--- src/rtl/assert_macros.svh ---
// assertion helpers used by the rtl
`ifndef ASSERT_MACROS_SVH
`define ASSERT_MACROS_SVH

// property checked every clock, off while in reset
`define TLVD_ASSERT(lbl, clk, rst_n, prop) \
    lbl: assert property (@(posedge clk) disable iff (!rst_n) (prop)) \
        else $error("tlvd assertion failed");

// consequent checked in the clock after the antecedent
`define TLVD_ASSERT_NEXT(lbl, clk, rst_n, ante, cons) \
    lbl: assert property (@(posedge clk) disable iff (!rst_n) (ante) |=> (cons)) \
        else $error("tlvd assertion failed");

`endif

--- src/rtl/tlvd_pkg.sv ---
package tlvd_pkg;

    localparam int BYTE_W  = 8;
    localparam int FIELD_W = 16;

    typedef enum logic [2:0] {
        PH_CNT_HI,
        PH_CNT_LO,
        PH_ID_HI,
        PH_ID_LO,
        PH_LEN_HI,
        PH_LEN_LO,
        PH_DATA,
        PH_DONE
    } t_phase;

    typedef enum logic [1:0] {
        KIND_DATA,
        KIND_EMPTY,
        KIND_STATUS
    } t_kind;

    typedef enum logic [1:0] {
        ST_OK,
        ST_TRUNC,
        ST_TRAIL
    } t_status;

    typedef struct packed {
        t_kind                kind;
        logic [FIELD_W-1:0]   field_id;
        logic [FIELD_W-1:0]   field_length;
        logic [BYTE_W-1:0]    data_value;
        logic [FIELD_W-1:0]   byte_offset;
        logic                 field_end;
        logic                 message_end;
        t_status              status;
    } t_result;

endpackage

--- src/rtl/tlvd_stream_if.sv ---
interface tlvd_in_if;
    import tlvd_pkg::*;

    logic              valid;
    logic              ready;
    logic [BYTE_W-1:0] data_byte;
    logic              last_byte;

    modport source(output valid, data_byte, last_byte, input ready);
    modport sink(input valid, data_byte, last_byte, output ready);
endinterface

interface tlvd_out_if;
    import tlvd_pkg::*;

    logic               valid;
    logic               ready;
    t_kind              kind;
    logic [FIELD_W-1:0] field_id;
    logic [FIELD_W-1:0] field_length;
    logic [BYTE_W-1:0]  data_value;
    logic [FIELD_W-1:0] byte_offset;
    logic               field_end;
    logic               message_end;
    t_status            status;

    modport source(
        output valid, kind, field_id, field_length, data_value, byte_offset,
               field_end, message_end, status,
        input  ready
    );
    modport sink(
        input  valid, kind, field_id, field_length, data_value, byte_offset,
               field_end, message_end, status,
        output ready
    );
endinterface

--- src/rtl/tlv_field_list_decoder_unit.sv ---
// Streaming decoder for field-list messages: a big-endian 16-bit field count, then per field a
// 16-bit id, a 16-bit length and that many data bytes. One input beat is one message byte, with
// last_byte marking the final byte. Each data byte comes out tagged with id, length and offset;
// a zero-length field gives one empty-field beat; the last byte's beat carries message_end and
// the status (ok, truncated, trailing bytes). Other bytes give no output beat. The block takes
// one byte every clock unless a stalled output holds it back: the parser state sits between
// an input register and an output register, and a stalled output holds back the input only
// when the waiting byte gives a beat.
module tlv_field_list_decoder_unit (
    input  logic i_clk,
    input  logic i_rst_n,
    tlvd_in_if.sink    i_in,
    tlvd_out_if.source o_out
);
    import tlvd_pkg::*;

    logic              r_s1_valid;
    logic [BYTE_W-1:0] r_s1_data;
    logic              r_s1_last;
    logic              r_out_valid;
    t_result           r_out;

    logic    core_emit;
    t_result core_result;
    logic    out_free;
    logic    s1_move;

    assign out_free   = !r_out_valid || o_out.ready;
    assign s1_move    = r_s1_valid && (!core_emit || out_free);
    assign i_in.ready = !r_s1_valid || s1_move;

    tlvd_parse_core u_core (
        .i_clk       (i_clk),
        .i_rst_n     (i_rst_n),
        .i_step      (s1_move),
        .i_data_byte (r_s1_data),
        .i_last_byte (r_s1_last),
        .o_emit      (core_emit),
        .o_result    (core_result)
    );

    always_ff @(posedge i_clk) begin
        if (!i_rst_n) begin
            r_s1_valid <= 1'b0;
        end else if (i_in.ready) begin
            r_s1_valid <= i_in.valid;
        end
    end

    always_ff @(posedge i_clk) begin
        if (i_in.ready && i_in.valid) begin
            r_s1_data <= i_in.data_byte;
            r_s1_last <= i_in.last_byte;
        end
    end

    always_ff @(posedge i_clk) begin
        if (!i_rst_n) begin
            r_out_valid <= 1'b0;
        end else if (s1_move && core_emit) begin
            r_out_valid <= 1'b1;
        end else if (o_out.ready) begin
            r_out_valid <= 1'b0;
        end
    end

    always_ff @(posedge i_clk) begin
        if (s1_move && core_emit) begin
            r_out <= core_result;
        end
    end

    assign o_out.valid        = r_out_valid;
    assign o_out.kind         = r_out.kind;
    assign o_out.field_id     = r_out.field_id;
    assign o_out.field_length = r_out.field_length;
    assign o_out.data_value   = r_out.data_value;
    assign o_out.byte_offset  = r_out.byte_offset;
    assign o_out.field_end    = r_out.field_end;
    assign o_out.message_end  = r_out.message_end;
    assign o_out.status       = r_out.status;

endmodule

--- src/rtl/tlvd_parse_core.sv ---
`include "assert_macros.svh"

module tlvd_parse_core (
    input  logic                       i_clk,
    input  logic                       i_rst_n,
    input  logic                       i_step,
    input  logic [tlvd_pkg::BYTE_W-1:0] i_data_byte,
    input  logic                       i_last_byte,
    output logic                       o_emit,
    output tlvd_pkg::t_result          o_result
);
    import tlvd_pkg::*;

    t_phase             r_phase, n_phase;
    logic [FIELD_W-1:0] r_fields_left, n_fields_left;
    logic [FIELD_W-1:0] r_current_id, n_current_id;
    logic [FIELD_W-1:0] r_current_length, n_current_length;
    logic [FIELD_W-1:0] r_bytes_done, n_bytes_done;
    logic [BYTE_W-1:0]  r_high_byte_hold, n_high_byte_hold;
    logic               r_overrun, n_overrun;

    always_comb begin
        n_phase          = r_phase;
        n_fields_left    = r_fields_left;
        n_current_id     = r_current_id;
        n_current_length = r_current_length;
        n_bytes_done     = r_bytes_done;
        n_high_byte_hold = r_high_byte_hold;
        n_overrun        = r_overrun;
        o_emit           = 1'b0;
        o_result         = '0;
        o_result.kind    = KIND_STATUS;
        o_result.status  = ST_OK;

        case (r_phase)
            PH_CNT_HI, PH_ID_HI, PH_LEN_HI: begin
                n_high_byte_hold = i_data_byte;
                n_phase          = t_phase'(r_phase + 3'd1);
            end
            PH_CNT_LO: begin
                n_fields_left = {r_high_byte_hold, i_data_byte};
                n_phase       = (n_fields_left != '0) ? PH_ID_HI : PH_DONE;
            end
            PH_ID_LO: begin
                n_current_id = {r_high_byte_hold, i_data_byte};
                n_phase      = PH_LEN_HI;
            end
            PH_LEN_LO: begin
                n_current_length = {r_high_byte_hold, i_data_byte};
                n_bytes_done     = '0;
                if (n_current_length == '0) begin
                    o_emit             = 1'b1;
                    o_result.kind      = KIND_EMPTY;
                    o_result.field_id  = r_current_id;
                    o_result.field_end = 1'b1;
                    n_fields_left      = r_fields_left - FIELD_W'(1);
                    n_phase            = (n_fields_left != '0) ? PH_ID_HI : PH_DONE;
                end else begin
                    n_phase = PH_DATA;
                end
            end
            PH_DATA: begin
                o_emit                = 1'b1;
                o_result.kind         = KIND_DATA;
                o_result.field_id     = r_current_id;
                o_result.field_length = r_current_length;
                o_result.data_value   = i_data_byte;
                o_result.byte_offset  = r_bytes_done;
                n_bytes_done          = r_bytes_done + FIELD_W'(1);
                if (n_bytes_done == r_current_length) begin
                    o_result.field_end = 1'b1;
                    n_fields_left      = r_fields_left - FIELD_W'(1);
                    n_phase            = (n_fields_left != '0) ? PH_ID_HI : PH_DONE;
                end
            end
            default: begin
                n_overrun = 1'b1;
            end
        endcase

        if (i_last_byte) begin
            o_emit               = 1'b1;
            o_result.message_end = 1'b1;
            if (n_overrun) begin
                o_result.status = ST_TRAIL;
            end else if (n_phase == PH_DONE) begin
                o_result.status = ST_OK;
            end else begin
                o_result.status = ST_TRUNC;
            end
            n_phase          = PH_CNT_HI;
            n_fields_left    = '0;
            n_current_id     = '0;
            n_current_length = '0;
            n_bytes_done     = '0;
            n_high_byte_hold = '0;
            n_overrun        = 1'b0;
        end
    end

    always_ff @(posedge i_clk) begin
        if (!i_rst_n) begin
            r_phase          <= PH_CNT_HI;
            r_fields_left    <= '0;
            r_current_id     <= '0;
            r_current_length <= '0;
            r_bytes_done     <= '0;
            r_high_byte_hold <= '0;
            r_overrun        <= 1'b0;
        end else if (i_step) begin
            r_phase          <= n_phase;
            r_fields_left    <= n_fields_left;
            r_current_id     <= n_current_id;
            r_current_length <= n_current_length;
            r_bytes_done     <= n_bytes_done;
            r_high_byte_hold <= n_high_byte_hold;
            r_overrun        <= n_overrun;
        end
    end

    // data phase only with a nonzero length and offset still inside the field
    `TLVD_ASSERT(a_data_in_range, i_clk, i_rst_n,
        r_phase != PH_DATA || r_bytes_done < r_current_length)
    // overrun only once all fields are done
    `TLVD_ASSERT(a_overrun_done, i_clk, i_rst_n, !r_overrun || r_phase == PH_DONE)
    // last beat returns the parser to its start state
    `TLVD_ASSERT_NEXT(a_last_restarts, i_clk, i_rst_n, i_step && i_last_byte,
        r_phase == PH_CNT_HI && !r_overrun && r_fields_left == '0)

endmodule
--- src/flat_wrapper.sv ---
// flat-port wrapper written by rule: the top's interface ports become plain ports
module tlv_field_list_decoder_unit_flat import tlvd_pkg::*;
  (i_clk, i_rst_n, i_in_valid, i_in_data_byte, i_in_last_byte, i_in_ready, o_out_valid, o_out_kind, o_out_field_id, o_out_field_length, o_out_data_value, o_out_byte_offset, o_out_field_end, o_out_message_end, o_out_status, o_out_ready);
  tlvd_in_if i_in_i ();
  tlvd_out_if o_out_i ();
  input  logic i_clk;
  input  logic i_rst_n;
  input wire logic [$bits(i_in_i.valid)-1:0] i_in_valid;
  input wire logic [$bits(i_in_i.data_byte)-1:0] i_in_data_byte;
  input wire logic [$bits(i_in_i.last_byte)-1:0] i_in_last_byte;
  output wire logic [$bits(i_in_i.ready)-1:0] i_in_ready;
  output wire logic [$bits(o_out_i.valid)-1:0] o_out_valid;
  output wire logic [$bits(o_out_i.kind)-1:0] o_out_kind;
  output wire logic [$bits(o_out_i.field_id)-1:0] o_out_field_id;
  output wire logic [$bits(o_out_i.field_length)-1:0] o_out_field_length;
  output wire logic [$bits(o_out_i.data_value)-1:0] o_out_data_value;
  output wire logic [$bits(o_out_i.byte_offset)-1:0] o_out_byte_offset;
  output wire logic [$bits(o_out_i.field_end)-1:0] o_out_field_end;
  output wire logic [$bits(o_out_i.message_end)-1:0] o_out_message_end;
  output wire logic [$bits(o_out_i.status)-1:0] o_out_status;
  input wire logic [$bits(o_out_i.ready)-1:0] o_out_ready;
  assign i_in_i.valid = i_in_valid;
  assign i_in_i.data_byte = i_in_data_byte;
  assign i_in_i.last_byte = i_in_last_byte;
  assign i_in_ready = i_in_i.ready;
  assign o_out_valid = o_out_i.valid;
  assign o_out_kind = o_out_i.kind;
  assign o_out_field_id = o_out_i.field_id;
  assign o_out_field_length = o_out_i.field_length;
  assign o_out_data_value = o_out_i.data_value;
  assign o_out_byte_offset = o_out_i.byte_offset;
  assign o_out_field_end = o_out_i.field_end;
  assign o_out_message_end = o_out_i.message_end;
  assign o_out_status = o_out_i.status;
  assign o_out_i.ready = o_out_ready;
  tlv_field_list_decoder_unit u_core (.i_clk(i_clk), .i_rst_n(i_rst_n), .i_in(i_in_i), .o_out(o_out_i));
endmodule
--- config.mk ---
export PLATFORM = sky130hd
export DESIGN_NAME = tlv_field_list_decoder_unit_flat
export DESIGN_NICKNAME = d
export VERILOG_FILES = /design/src/rtl/tlvd_pkg.sv /design/src/rtl/tlvd_stream_if.sv /design/src/rtl/tlv_field_list_decoder_unit.sv /design/src/rtl/tlvd_parse_core.sv /design/src/flat_wrapper.sv
export VERILOG_INCLUDE_DIRS = /design/src /design/src/rtl
export SDC_FILE = /design/constraint.sdc
export NUM_CORES = 1
export LEC_CHECK = 0
export BUFFER_PORTS_ARGS = -buffer_cell sky130_fd_sc_hd__buf_2
export CAP_MARGIN = 40
export CORE_ASPECT_RATIO = 0.75
export CORE_MARGIN = 1.5
export CORE_UTILIZATION = 30
export CTS_BUF_LIST = sky130_fd_sc_hd__clkbuf_16
export DETAILED_ROUTE_END_ITERATION = 7
export GPL_TIMING_DRIVEN = 0
export PLACE_DENSITY_LB_ADDON = 0.25
export SLEW_MARGIN = 0
export SYNTH_ARGS = -nofsm -noshare
export SYNTH_HDL_FRONTEND = slang
export SYNTH_SLANG_ARGS = --single-unit
--- constraint.sdc ---
create_clock -name i_clk -period 11.2 [get_ports i_clk]
set_input_delay 1.68 -clock i_clk [delete_from_list [all_inputs] [get_ports i_clk]]
set_output_delay 1.68 -clock i_clk [all_outputs]
set_load 0.005 [all_outputs]
==> results_dict.tcl, run 1 <==
set metrics [dict create \
    outcome "finished, final reports clean" \
    period_needed_ps 4460 \
    crit_top_cell "o21ai_0" \
    dp_slack_ps 6870 \
    final.period_utilization 0.399 \
    dp_hpwl_mm 15.0 \
    clock_path_buffers 2 \
    finalNonFillerCells 1185 \
    ir_worst_vdd_mv 0.0948 \
    antenna_cells 0 \
    wirelength_mm 20.4 \
    fin_setup_tns_ps 0 \
    crit_buf_inv 2 \
    synth_compound_area_frac 0.152 \
    startpoint_type "register" \
    synth_flop_cell "dfxtp_1" \
    cts_made_buffers 17 \
    initial_core_util 0.306 \
    leakage_nw 3.20 \
    synthCells 742 \
    hold_path_depth 2 \
    fp.dieH_um 139 \
    cts_num_sinks 149 \
    drive_gt1_frac 0.177 \
    grtUsageTotal 0.165 \
    regToRegSetupSlack_ps 7480 \
    fmax_mhz 224 \
    avgSynthCellArea_um2 9.90 \
    synth_top_family_by_area "simple AND/OR/NAND/NOR gates" \
    clk_pin_slew_worst_paths_ps 60 \
    hold_class "register to register" \
    yosysWarningCount 0 \
    core_um2 24000 \
    cp_slowest_cell "nor4_1" \
    num_rows 49 \
    hold_buffers 0 \
    cts_tree "built" \
    fin_skew_ps 9.65 \
    finalMaxSlewViolations 0 \
    p_per_area_nw_per_um2 137 \
    vias_per_cell 4.95 \
    grt_pass1_vias 5466 \
    stdcell_area_um2 8760 \
    setup.worst_path.class "register to output port" \
    io_pins 77 \
    crit_arrival_ps 2780 \
    clockRootBuffer "clkbuf_16" \
    synth_mux_area_frac 0.0124 \
    drt_iter0_markers 558 \
    seq_area_um2 3690 \
    synth.ff_latch_count 149 \
    grt-ovfl-total 0 \
    postPlaceCellArea_um2 8210 \
    r2r_start "u_core.u_core.r_phase[0]$_SDFFE_PN0P_" \
    ant_nets 0 \
    critPathRequiredTime_ps 9520 \
    die_width_um 184 \
    synth_edf_count 71 \
    multi_input_area_um2 3320 \
    cts_max_level 4 \
    synthAdderAreaFrac 0.0136 \
    syn_nets 763 \
    hold_violations 0 \
    drc_errors 0 \
    cp_top_family "simple AND/OR/NAND/NOR gates" \
    grt_max_degree 34 \
    hold_end "u_core.u_core.r_current_id[9]$_SDFFE_PN0P_" \
    path_cells "nor4_1, nand4_1, o21ai_0, o21ai_0, nor2_1, inv_1, buf_2" \
    r2r-end "u_core.o_out.field_id[13]$_DFFE_PP_" \
    synth-xor-area-share 0.0298 \
    reg2reg_depth 11 \
    nNetsFinal 862 \
    rsz0062_at_grt "false" \
    dr_total_vias 5868 \
    maxSlewHeadroom 0.372 \
    ys_seq_area_frac 0.503 \
    tightest_slew_ps 933 \
    synth-simple-area-share 0.243 \
    gp_congestion 0.870 \
    clk_latency_ps 430 \
    final_util 0.365 \
    cap_violations 0 \
    async_flop_share 0 \
    antenna_found_initial 1 \
    ctsResizeCount 0 \
    critPathCaptureType "output port" \
    wl_per_cell_um 17.2 \
    syn_to_final_growth_pct 19.3 \
    die-area_um2 25400 \
    critical_path_peak_fanout 5 \
    finalWorstSetupSlack_ps 6740 \
    portBuffers 76 \
    netlist_area_um2 7350 \
    grt_pass1_wl_mm 32.0 \
    max_stage_delay_ps 470 \
    postCtsSetupBuffers 0 \
    synth_cell_types 77 \
    fillers 2478 \
    dr.pass1.iters 7 \
    finalSetupViolCount 0 \
    dp_cells 1153 \
    min_from "u_core.u_core.r_current_id[9]$_SDFFE_PN0P_" \
]
synthesized netlist by cell type, drive strengths merged, types with 6 or more instances:
| cell | count | area share |
|---|---|---|
| xor2 | 10 | 0.012 |
| mux2i | 8 | 0.011 |
| dfxtp | 78 | 0.21 |
| clkbuf | 39 | 0.023 |
| inv | 11 | 0.0056 |
| nor2 | 44 | 0.022 |
| nand4 | 9 | 0.011 |
| nor4 | 11 | 0.013 |
| nand2 | 102 | 0.052 |
| o21ai | 29 | 0.020 |
| a21oi | 32 | 0.022 |
| nor2b | 31 | 0.026 |
| a31oi | 6 | 0.0072 |
| a21boi | 45 | 0.046 |
| a21o | 8 | 0.0082 |
| xnor2 | 15 | 0.018 |
| and2 | 23 | 0.020 |
| buf | 11 | 0.018 |
| ha | 8 | 0.014 |
| and3 | 41 | 0.036 |
| o22ai | 6 | 0.0051 |
| nor3 | 17 | 0.012 |
| nand3 | 17 | 0.015 |
| edfxtp | 71 | 0.29 |
| or4 | 8 | 0.0094 |
cells in the final DEF, fill, tap and decap left out, types with 10 or more instances in the layout:
cell,n
a21boi_0,45
a21oi_1,31
and2_1,21
and3_1,39
buf_2,77
clkbuf_1,37
clkbuf_16,17
dfxtp_1,78
edfxtp_1,71
inv_1,13
nand2_1,101
nand3_1,14
nor2_1,43
nor2b_1,31
nor3_1,17
o21ai_0,25
xnor2_1,15
xor2_1,10
per-layer routing:
metal / global-route usage / share of wire / routed length (um) / vias up
met5: 0 / 0 / 0 / -
met3: 0.0456 / 0.062 / 1280 / 11
met2: 0.233 / 0.42 / 8560 / 164
met1: 0.249 / 0.51 / 10400 / 2815
li1: - / - / - / 2878
met4: 0.0328 / 0.0092 / 187 / 0
power by group:
group,switching [mW],leakage [nW],total (mW),internal [mW]
Clock,0.241,0.276,0.548,0.307
Combinational,0.0394,1.65,0.0637,0.0244
Sequential,0.00736,1.27,0.587,0.580
Total,0.288,3.20,1.20,0.911
per-stage QoR:
| step | total power [mW] | hold slack (ps) |
|---|---|---|
| floorplan | 0.636 | 437 |
| global placement | 0.662 | 451 |
| detailed placement | 0.663 | 454 |
| CTS | 1.21 | 463 |
| global route | 1.24 | 480 |
| finish | 1.20 | 460 |
layout make-up:
| cell class | instances | share of cell area |
|---|---|---|
| Sequential cell | 149 | 0.421 |
| Multi-Input combinational cell | 531 | 0.379 |
| Timing Repair Buffer | 80 | 0.0502 |
| Clock buffer | 17 | 0.0485 |
| Tap cell | 331 | 0.0473 |
| Buffer | 50 | 0.0337 |
| Clock inverter | 15 | 0.0148 |
| Inverter | 12 | 0.00514 |
how the worst max path moves through the flow:
stage | cells past startpoint | start | slack [ps] | endpoint
detailed placement | 5 | o_out_ready | 6870 | i_in_ready
floorplan | 4 | o_out_ready | 5930 | u_core.o_out.byte_offset[0]$_SDFFCE_PN0P_
CTS | 7 | u_core.r_s1_data[3]$_DFFE_PP_ | 6700 | i_in_ready
finish | 7 | u_core.r_s1_data[3]$_DFFE_PP_ | 6740 | i_in_ready
global route | 7 | u_core.r_s1_data[3]$_DFFE_PP_ | 6530 | i_in_ready
global placement | 5 | o_out_ready | 4130 | u_core.o_out.field_id[11]$_DFFE_PP_
tightest hold or removal path: stages, from the launching register on:
cell	delay [ps]
dfxtp_1	310
nand2_1	40
a21boi_0	60
kinds of logic after synthesis:
| logic type | after synthesis |
|---|---|
| mux | 9 |
| simple gates | 327 |
| fa+ha+maj | 8 |
| buf+inv | 62 |
| xor+xnor | 25 |
| flops | 149 |
| compound gates | 162 |
flip-flops by register name (all words and copies together) (netlist names), 2 cells and up:
signal / count
u_core.r_s1_data: 8
u_core.u_core.r_high_byte_hold: 8
u_core.o_out.status: 2
u_core.u_core.r_phase: 3
u_core.o_out.field_id: 16
u_core.u_core.r_current_id: 16
u_core.u_core.r_fields_left: 16
u_core.u_core.r_bytes_done: 16
u_core.o_out.field_length: 16
u_core.u_core.r_current_length: 16
u_core.o_out.kind: 2
u_core.o_out.data_value: 8
u_core.o_out.byte_offset: 16
No activity file was read; power rests on OpenSTA's default activity.
==> run 2, diff against run 1 <==
- clock period: 11.2 -> 3.9 ns (I/O delays scaled with it)
==> run 2 against run 1 <==
  * Via count rose by 0.73%
  * Register-to-register slack got worse by 7100 ps
  * Critical path depth rose by 4
  * Clock-buffer cell count did not move
  * Clock power rose to 2.9 times the previous value
  * Die area did not move
  * First-iteration DRC count fell by 7.7%
  * Sequential power rose to 2.9 times the previous value
  * Sequential share of layout area fell by 0.11 points
  * Power rose to 2.9 times the previous value
  * Global-route usage rose by 0.17 points
  * Critical endpoint is now u_core.u_core.r_fields_left[3]$_SDFFE_PN0P_
==> results_dict.tcl, run 2 (synthesis results as in run 1) <==
set metrics [dict create \
    r2r-end "u_core.u_core.r_fields_left[3]$_SDFFE_PN0P_" \
    clk_pin_slew_worst_paths_ps 60 \
    outcome "finished, final reports clean" \
    dp_hpwl_mm 15.0 \
    maxSlewHeadroom 0.410 \
    min_from "i_in_data_byte[2]" \
    finalNonFillerCells 1185 \
    vias_per_cell 4.99 \
    syn_to_final_growth_pct 19.6 \
    drt_iter0_markers 515 \
    drive_gt1_frac 0.178 \
    critical_path_peak_fanout 10 \
    reg2reg_depth 11 \
    wl_per_cell_um 17.3 \
    p_per_area_nw_per_um2 396 \
    fp.dieH_um 139 \
    cts_made_buffers 17 \
    grt-ovfl-total 0 \
    clock_path_buffers 2 \
    initial_core_util 0.306 \
    stdcell_area_um2 8790 \
    num_rows 49 \
    finalSetupViolCount 0 \
    grt_max_degree 34 \
    regToRegSetupSlack_ps 350 \
    critPathCaptureType "register" \
    startpoint_type "register" \
    fmax_mhz 282 \
    clockRootBuffer "clkbuf_16" \
    leakage_nw 3.21 \
    postCtsSetupBuffers 0 \
    hold_buffers 0 \
    wirelength_mm 20.5 \
    hold_end "u_core.r_s1_data[2]$_DFFE_PP_" \
    gp_congestion 0.870 \
    portBuffers 76 \
    antenna_cells 0 \
    hold_violations 0 \
    tightest_slew_ps 877 \
    cts_tree "built" \
    ctsResizeCount 0 \
    die-area_um2 25400 \
    critPathRequiredTime_ps 4210 \
    hold_path_depth 1 \
    die_width_um 184 \
    nNetsFinal 862 \
    core_um2 24000 \
    dr.pass1.iters 5 \
    finalMaxSlewViolations 0 \
    fin_setup_tns_ps 0 \
    fin_skew_ps 9.01 \
    postPlaceCellArea_um2 8210 \
    period_needed_ps 3550 \
    final_cell_mix "101 x nand2_1, 78 x dfxtp_1, 77 x buf_2, 71 x edfxtp_1, 45 x a21boi_0" \
    dp_cells 1153 \
    rsz0062_at_grt "false" \
    drc_errors 0 \
    final_util 0.366 \
    final_common_cell "nand2_1" \
    grt_pass1_wl_mm 32.4 \
    cts_num_sinks 149 \
    grt_pass1_vias 5491 \
    cap_violations 0 \
    grtUsageTotal 0.167 \
    final.period_utilization 0.910 \
    hold_class "input port to register" \
    setup.worst_path.class "register to register" \
    ir_worst_vdd_mv 0.275 \
    io_pins 77 \
    r2r_start "u_core.u_core.r_bytes_done[0]$_SDFFE_PN0P_" \
    antenna_found_initial 0 \
    crit_arrival_ps 3860 \
    ant_nets 0 \
    dr_total_vias 5911 \
    cts_max_level 4 \
    clk_latency_ps 420 \
    power.total_mw 3.48 \
]
[run 2: layout make-up]
type | instances | area (um^2)
sequential | 149 | 3690
multi-input combinational | 531 | 3330
clock inverter | 15 | 143
clock buffer | 17 | 425
fill | 2438 | 15200
inverter | 12 | 45.0
tap | 331 | 414
timing repair buffer | 80 | 440
buffer | 50 | 295
[run 2: power by group]
group	switching, mW	internal (mW)	leakage (nW)
combinational	0.114	0.0702	1.66
sequential	0.0220	1.67	1.27
clock	0.675	0.936	0.286
[run 2: worst max path at each step]
stage,startpoint,to,slack (ps),depth (start not counted)
6_report,u_core.u_core.r_bytes_done[0]$_SDFFE_PN0P_,u_core.u_core.r_fields_left[3]$_SDFFE_PN0P_,350,11
4_1_cts,u_core.u_core.r_phase[0]$_SDFFE_PN0P_,u_core.u_core.r_current_id[7]$_SDFFE_PN0P_,230,12
5_1_grt,u_core.u_core.r_phase[0]$_SDFFE_PN0P_,u_core.o_out.field_id[15]$_DFFE_PP_,130,10
2_1_floorplan,u_core.u_core.r_phase[0]$_SDFFE_PN0P_,u_core.o_out.byte_offset[0]$_SDFFCE_PN0P_,500,9
3_3_place_gp,u_core.u_core.r_phase[0]$_SDFFE_PN0P_,u_core.o_out.field_id[8]$_DFFE_PP_,-420,9
3_5_place_dp,u_core.u_core.r_phase[0]$_SDFFE_PN0P_,u_core.o_out.field_id[11]$_DFFE_PP_,250,10
[run 2: metrics by stage]
stage	setup WS, ps	hold slack [ps]
2_1_floorplan	497	437
3_3_place_gp	-423	453
3_5_place_dp	250	455
4_1_cts	230	319
5_1_grt	134	314
6_report	351	335
[run 2: critical path, stage by stage (launching register included)]
cell and delay, ps:
dfxtp_1 490, ha_1 360, nand3_2 220, or4_4 560, xnor2_1 170, a2111oi_2 490
nand4_1 180, a31o_1 270, buf_6 140, and2_4 150, buf_6 120, a211o_1 280
[run 2: metal layers]
layer / track usage / part of all wire / up-vias
met1: 0.250 / 0.50 / 2815
met5: 0 / 0 / -
li1: - / - / 2878
met2: 0.236 / 0.42 / 199
met4: 0.0406 / 0.011 / 0
met3: 0.0429 / 0.063 / 19
==> run 3, diff against run 2 <==
- CORE_MARGIN: 1.5 -> not set
- SYNTH_HIERARCHICAL: not set -> 1
==> run 3 against run 2 <==
  * Clock skew is 2.2 ps higher
  * Clock power is 6% higher
  * Die area is 3.8% lower
  * Non-clock buffer count is 2 lower
  * Synthesized area is 2.6% lower
  * Critical path depth is 1 higher
  * Global-route usage is 0.61 points higher
  * Combinational power is 23% higher
  * Critical path type unchanged
  * Largest cell class unchanged
==> results_dict.tcl, run 3 <==
set metrics [dict create \
    drt_iter0_markers 535 \
    reg2reg_depth 12 \
    core_um2 23200 \
    cts_made_buffers 17 \
    synth_cell_types 67 \
    p_clk_frac 0.470 \
    power.internal_mw 2.74 \
    ys_top_cells_by_area "edfxtp_1 30%, dfxtp_1 22%, and3_1 4.6%" \
    min_from "i_in_last_byte" \
    synth_edf_count 71 \
    cap_violations 0 \
    cts_max_level 4 \
    final.period_utilization 0.944 \
    hold_class "input port to register" \
    seqPwrFrac 0.467 \
    hold_end "u_core/r_s1_last$_DFFE_PP_" \
    wirelength_mm 20.9 \
    gp_congestion 0.885 \
    cp_slowest_cell "clkbuf_1" \
    ant_nets 0 \
    ir_worst_vdd_mv 0.268 \
    p_per_area_nw_per_um2 422 \
    critPathCaptureType "register" \
    yosys-top-cells-count "82 x nor2_1, 78 x dfxtp_1, 71 x edfxtp_1" \
    crit_arrival_ps 3970 \
    hold_buffers 0 \
    r2r-end "u_core/u_core/r_current_id[14]$_SDFFE_PN0P_" \
    yosysTopAreaCell "edfxtp_1" \
    num_rows 48 \
    startpoint_type "register" \
    final_cell_mix "84 x buf_2, 81 x nor2_1, 78 x dfxtp_1, 71 x edfxtp_1, 61 x nand2_1" \
    drc_errors 0 \
    portBuffers 76 \
    fp.dieH_um 136 \
    antenna_found_initial 0 \
    fin_skew_ps 11.2 \
    finalMaxSlewViolations 0 \
    vias_per_cell 5.16 \
    drive_gt1_frac 0.165 \
    netlist_area_um2 7160 \
    dp_hpwl_mm 15.4 \
    path_cells "inv_1, ha_1, clkbuf_1, nand2_2, nand3_1, a21boi_1, clkbuf_1, clkbuf_1, o21ai_1, clkbuf_1, a21oi_1, nor2_1" \
    dr.pass1.iters 5 \
    fin_hold_ws_ps 335 \
    dr_total_vias 5925 \
    wl_per_cell_um 18.2 \
    die_width_um 180 \
    critical_path_peak_fanout 10 \
    crit_top_cell "clkbuf_1" \
    yosysWarningCount 6 \
    clk_latency_ps 430 \
    setup.worst_path.class "register to register" \
    grtUsageTotal 0.173 \
    async_flop_share 0 \
    rsz0062_at_grt "false" \
    synth_top_area_frac 0.298 \
    clockRootBuffer "clkbuf_16" \
    antenna_cells 0 \
    swShare 0.244 \
    outcome "finished, final reports clean" \
    synthCells 736 \
    maxSlewHeadroom 0.404 \
    r2r_start "u_core/u_core/r_phase[0]$_SDFFE_PN0P_" \
    period_needed_ps 3680 \
    yosysMostFrequentCell "nor2_1" \
    avgSynthCellArea_um2 9.72 \
    finalSetupViolCount 0 \
    grt-ovfl-total 0 \
    leakage_nw 3.41 \
    nNetsFinal 856 \
    ys_seq_area_frac 0.516 \
    final_common_cell "buf_2" \
    finalWorstSetupSlack_ps 220 \
    critPathRequiredTime_ps 4190 \
    switching_power_mw 0.885 \
    synth_flop_cell "dfxtp_1" \
    postCtsSetupBuffers 0 \
    clock_path_buffers 2 \
    syn_nets 757 \
    syn_to_final_growth_pct 20.2 \
    fmax_mhz 272 \
    die-area_um2 24500 \
    grt_max_degree 31 \
    max_stage_delay_ps 430 \
    io_pins 77 \
    clk_pin_slew_worst_paths_ps 70 \
    grt_pass1_wl_mm 31.9 \
    cts_tree "built" \
    regToRegSetupSlack_ps 220 \
    hold_path_depth 1 \
    cts_num_sinks 149 \
    synth.ff_latch_count 149 \
    initial_core_util 0.309 \
    tightest_slew_ps 888 \
    grt_pass1_vias 5313 \
    dp_slack_ps 142 \
    hold_violations 0 \
    power_frac_comb 0.063 \
]
-- run 3: cell types whose count changed after synthesis, moves of 8 or more --
cell and delta:
a22oi_1 +9, a21o_1 -8, and3_1 +14, nand2_1 -39
a21oi_1 +24, mux2i_1 +9, nor2_1 +38, nor2b_1 -22
a21boi_0 -44
-- run 3: cell families (layout without fill, tap and decap cells) --
family	count (synthesis)	in the layout	share of synthesized area
adders and majority gates	8	8	0.0140
muxes	17	17	0.0238
AOI/OAI and AO/OA	156	156	0.142
xor gates and xnor gates	26	26	0.0318
and+or+nand+nor	320	320	0.237
DFF	149	149	0.516
buffers and inverters	60	172	0.0350
-- run 3: layout make-up --
type | instances | area, um^2
Multi-Input combinational cell | 527 | 3230
Fill cell | 2312 | 14600
Clock inverter | 14 | 161
Clock buffer | 18 | 450
Buffer | 48 | 208
Inverter | 12 | 45.0
Sequential cell | 149 | 3690
Timing Repair Buffer | 80 | 440
Tap cell | 300 | 375
-- run 3: worst max-delay path by stage --
stage,from,to,slack [ps]
2_1_floorplan,u_core/u_core/r_phase[0]$_SDFFE_PN0P_,u_core/o_out.byte_offset[0]$_DFFE_PP_,510
3_3_place_gp,u_core/u_core/r_phase[0]$_SDFFE_PN0P_,u_core/o_out.field_id[14]$_DFFE_PP_,-780
3_5_place_dp,u_core/u_core/r_phase[0]$_SDFFE_PN0P_,u_core/u_core/r_bytes_done[11]$_SDFFE_PN0P_,140
4_1_cts,u_core/u_core/r_phase[0]$_SDFFE_PN0P_,u_core/u_core/r_bytes_done[11]$_SDFFE_PN0P_,120
5_1_grt,u_core/u_core/r_phase[0]$_SDFFE_PN0P_,u_core/u_core/r_bytes_done[10]$_SDFFE_PN0P_,30
6_report,u_core/u_core/r_phase[0]$_SDFFE_PN0P_,u_core/u_core/r_current_id[14]$_SDFFE_PN0P_,220
-- run 3: power by group through the flow --
stage,Sequential (mW),Combinational (mW),Clock (mW)
2_1_floorplan,1.72,0.141,0
3_3_place_gp,1.73,0.216,0
3_5_place_dp,1.73,0.222,0
4_1_cts,1.69,0.223,1.74
5_1_grt,1.70,0.249,1.80
6_report,1.69,0.227,1.71
-- run 3: timing repair --
action / CTS / global route
endpoints found under the hold margin: 0 / 0
setup endpoints to repair: 0 / 23
gates resized for setup: 0 / 6
-- run 3: metrics by stage --
stage	utilization	cells	power, mW	setup TNS [ps]	instance area [um^2]
floorplan	-	736	1.86	0	7160
CTS	0.371	1148	3.65	0	8590
global placement	0.341	1112	1.95	-48800	7910
detailed placement	0.344	1116	1.95	0	7980
global route	0.371	1148	3.74	0	8600
finish	0.371	1148	3.63	0	8600
-- run 3: critical path: cells and delay by family (launching register included) --
kind / cells / cell delay [ps]
flops: 1 / 420
simple gates: 3 / 640
compound gates: 3 / 800
fa+ha+maj: 1 / 210
buf+inv: 5 / 1470
-- run 3: per-layer routing --
metal  vias to the layer above  share of wire  GRT usage
li1                       2872              -          -
met1                      2794           0.53      0.281
met2                       251           0.38      0.217
met3                         8          0.086     0.0398
met4                         0         0.0051     0.0470
met5                         -              0          0
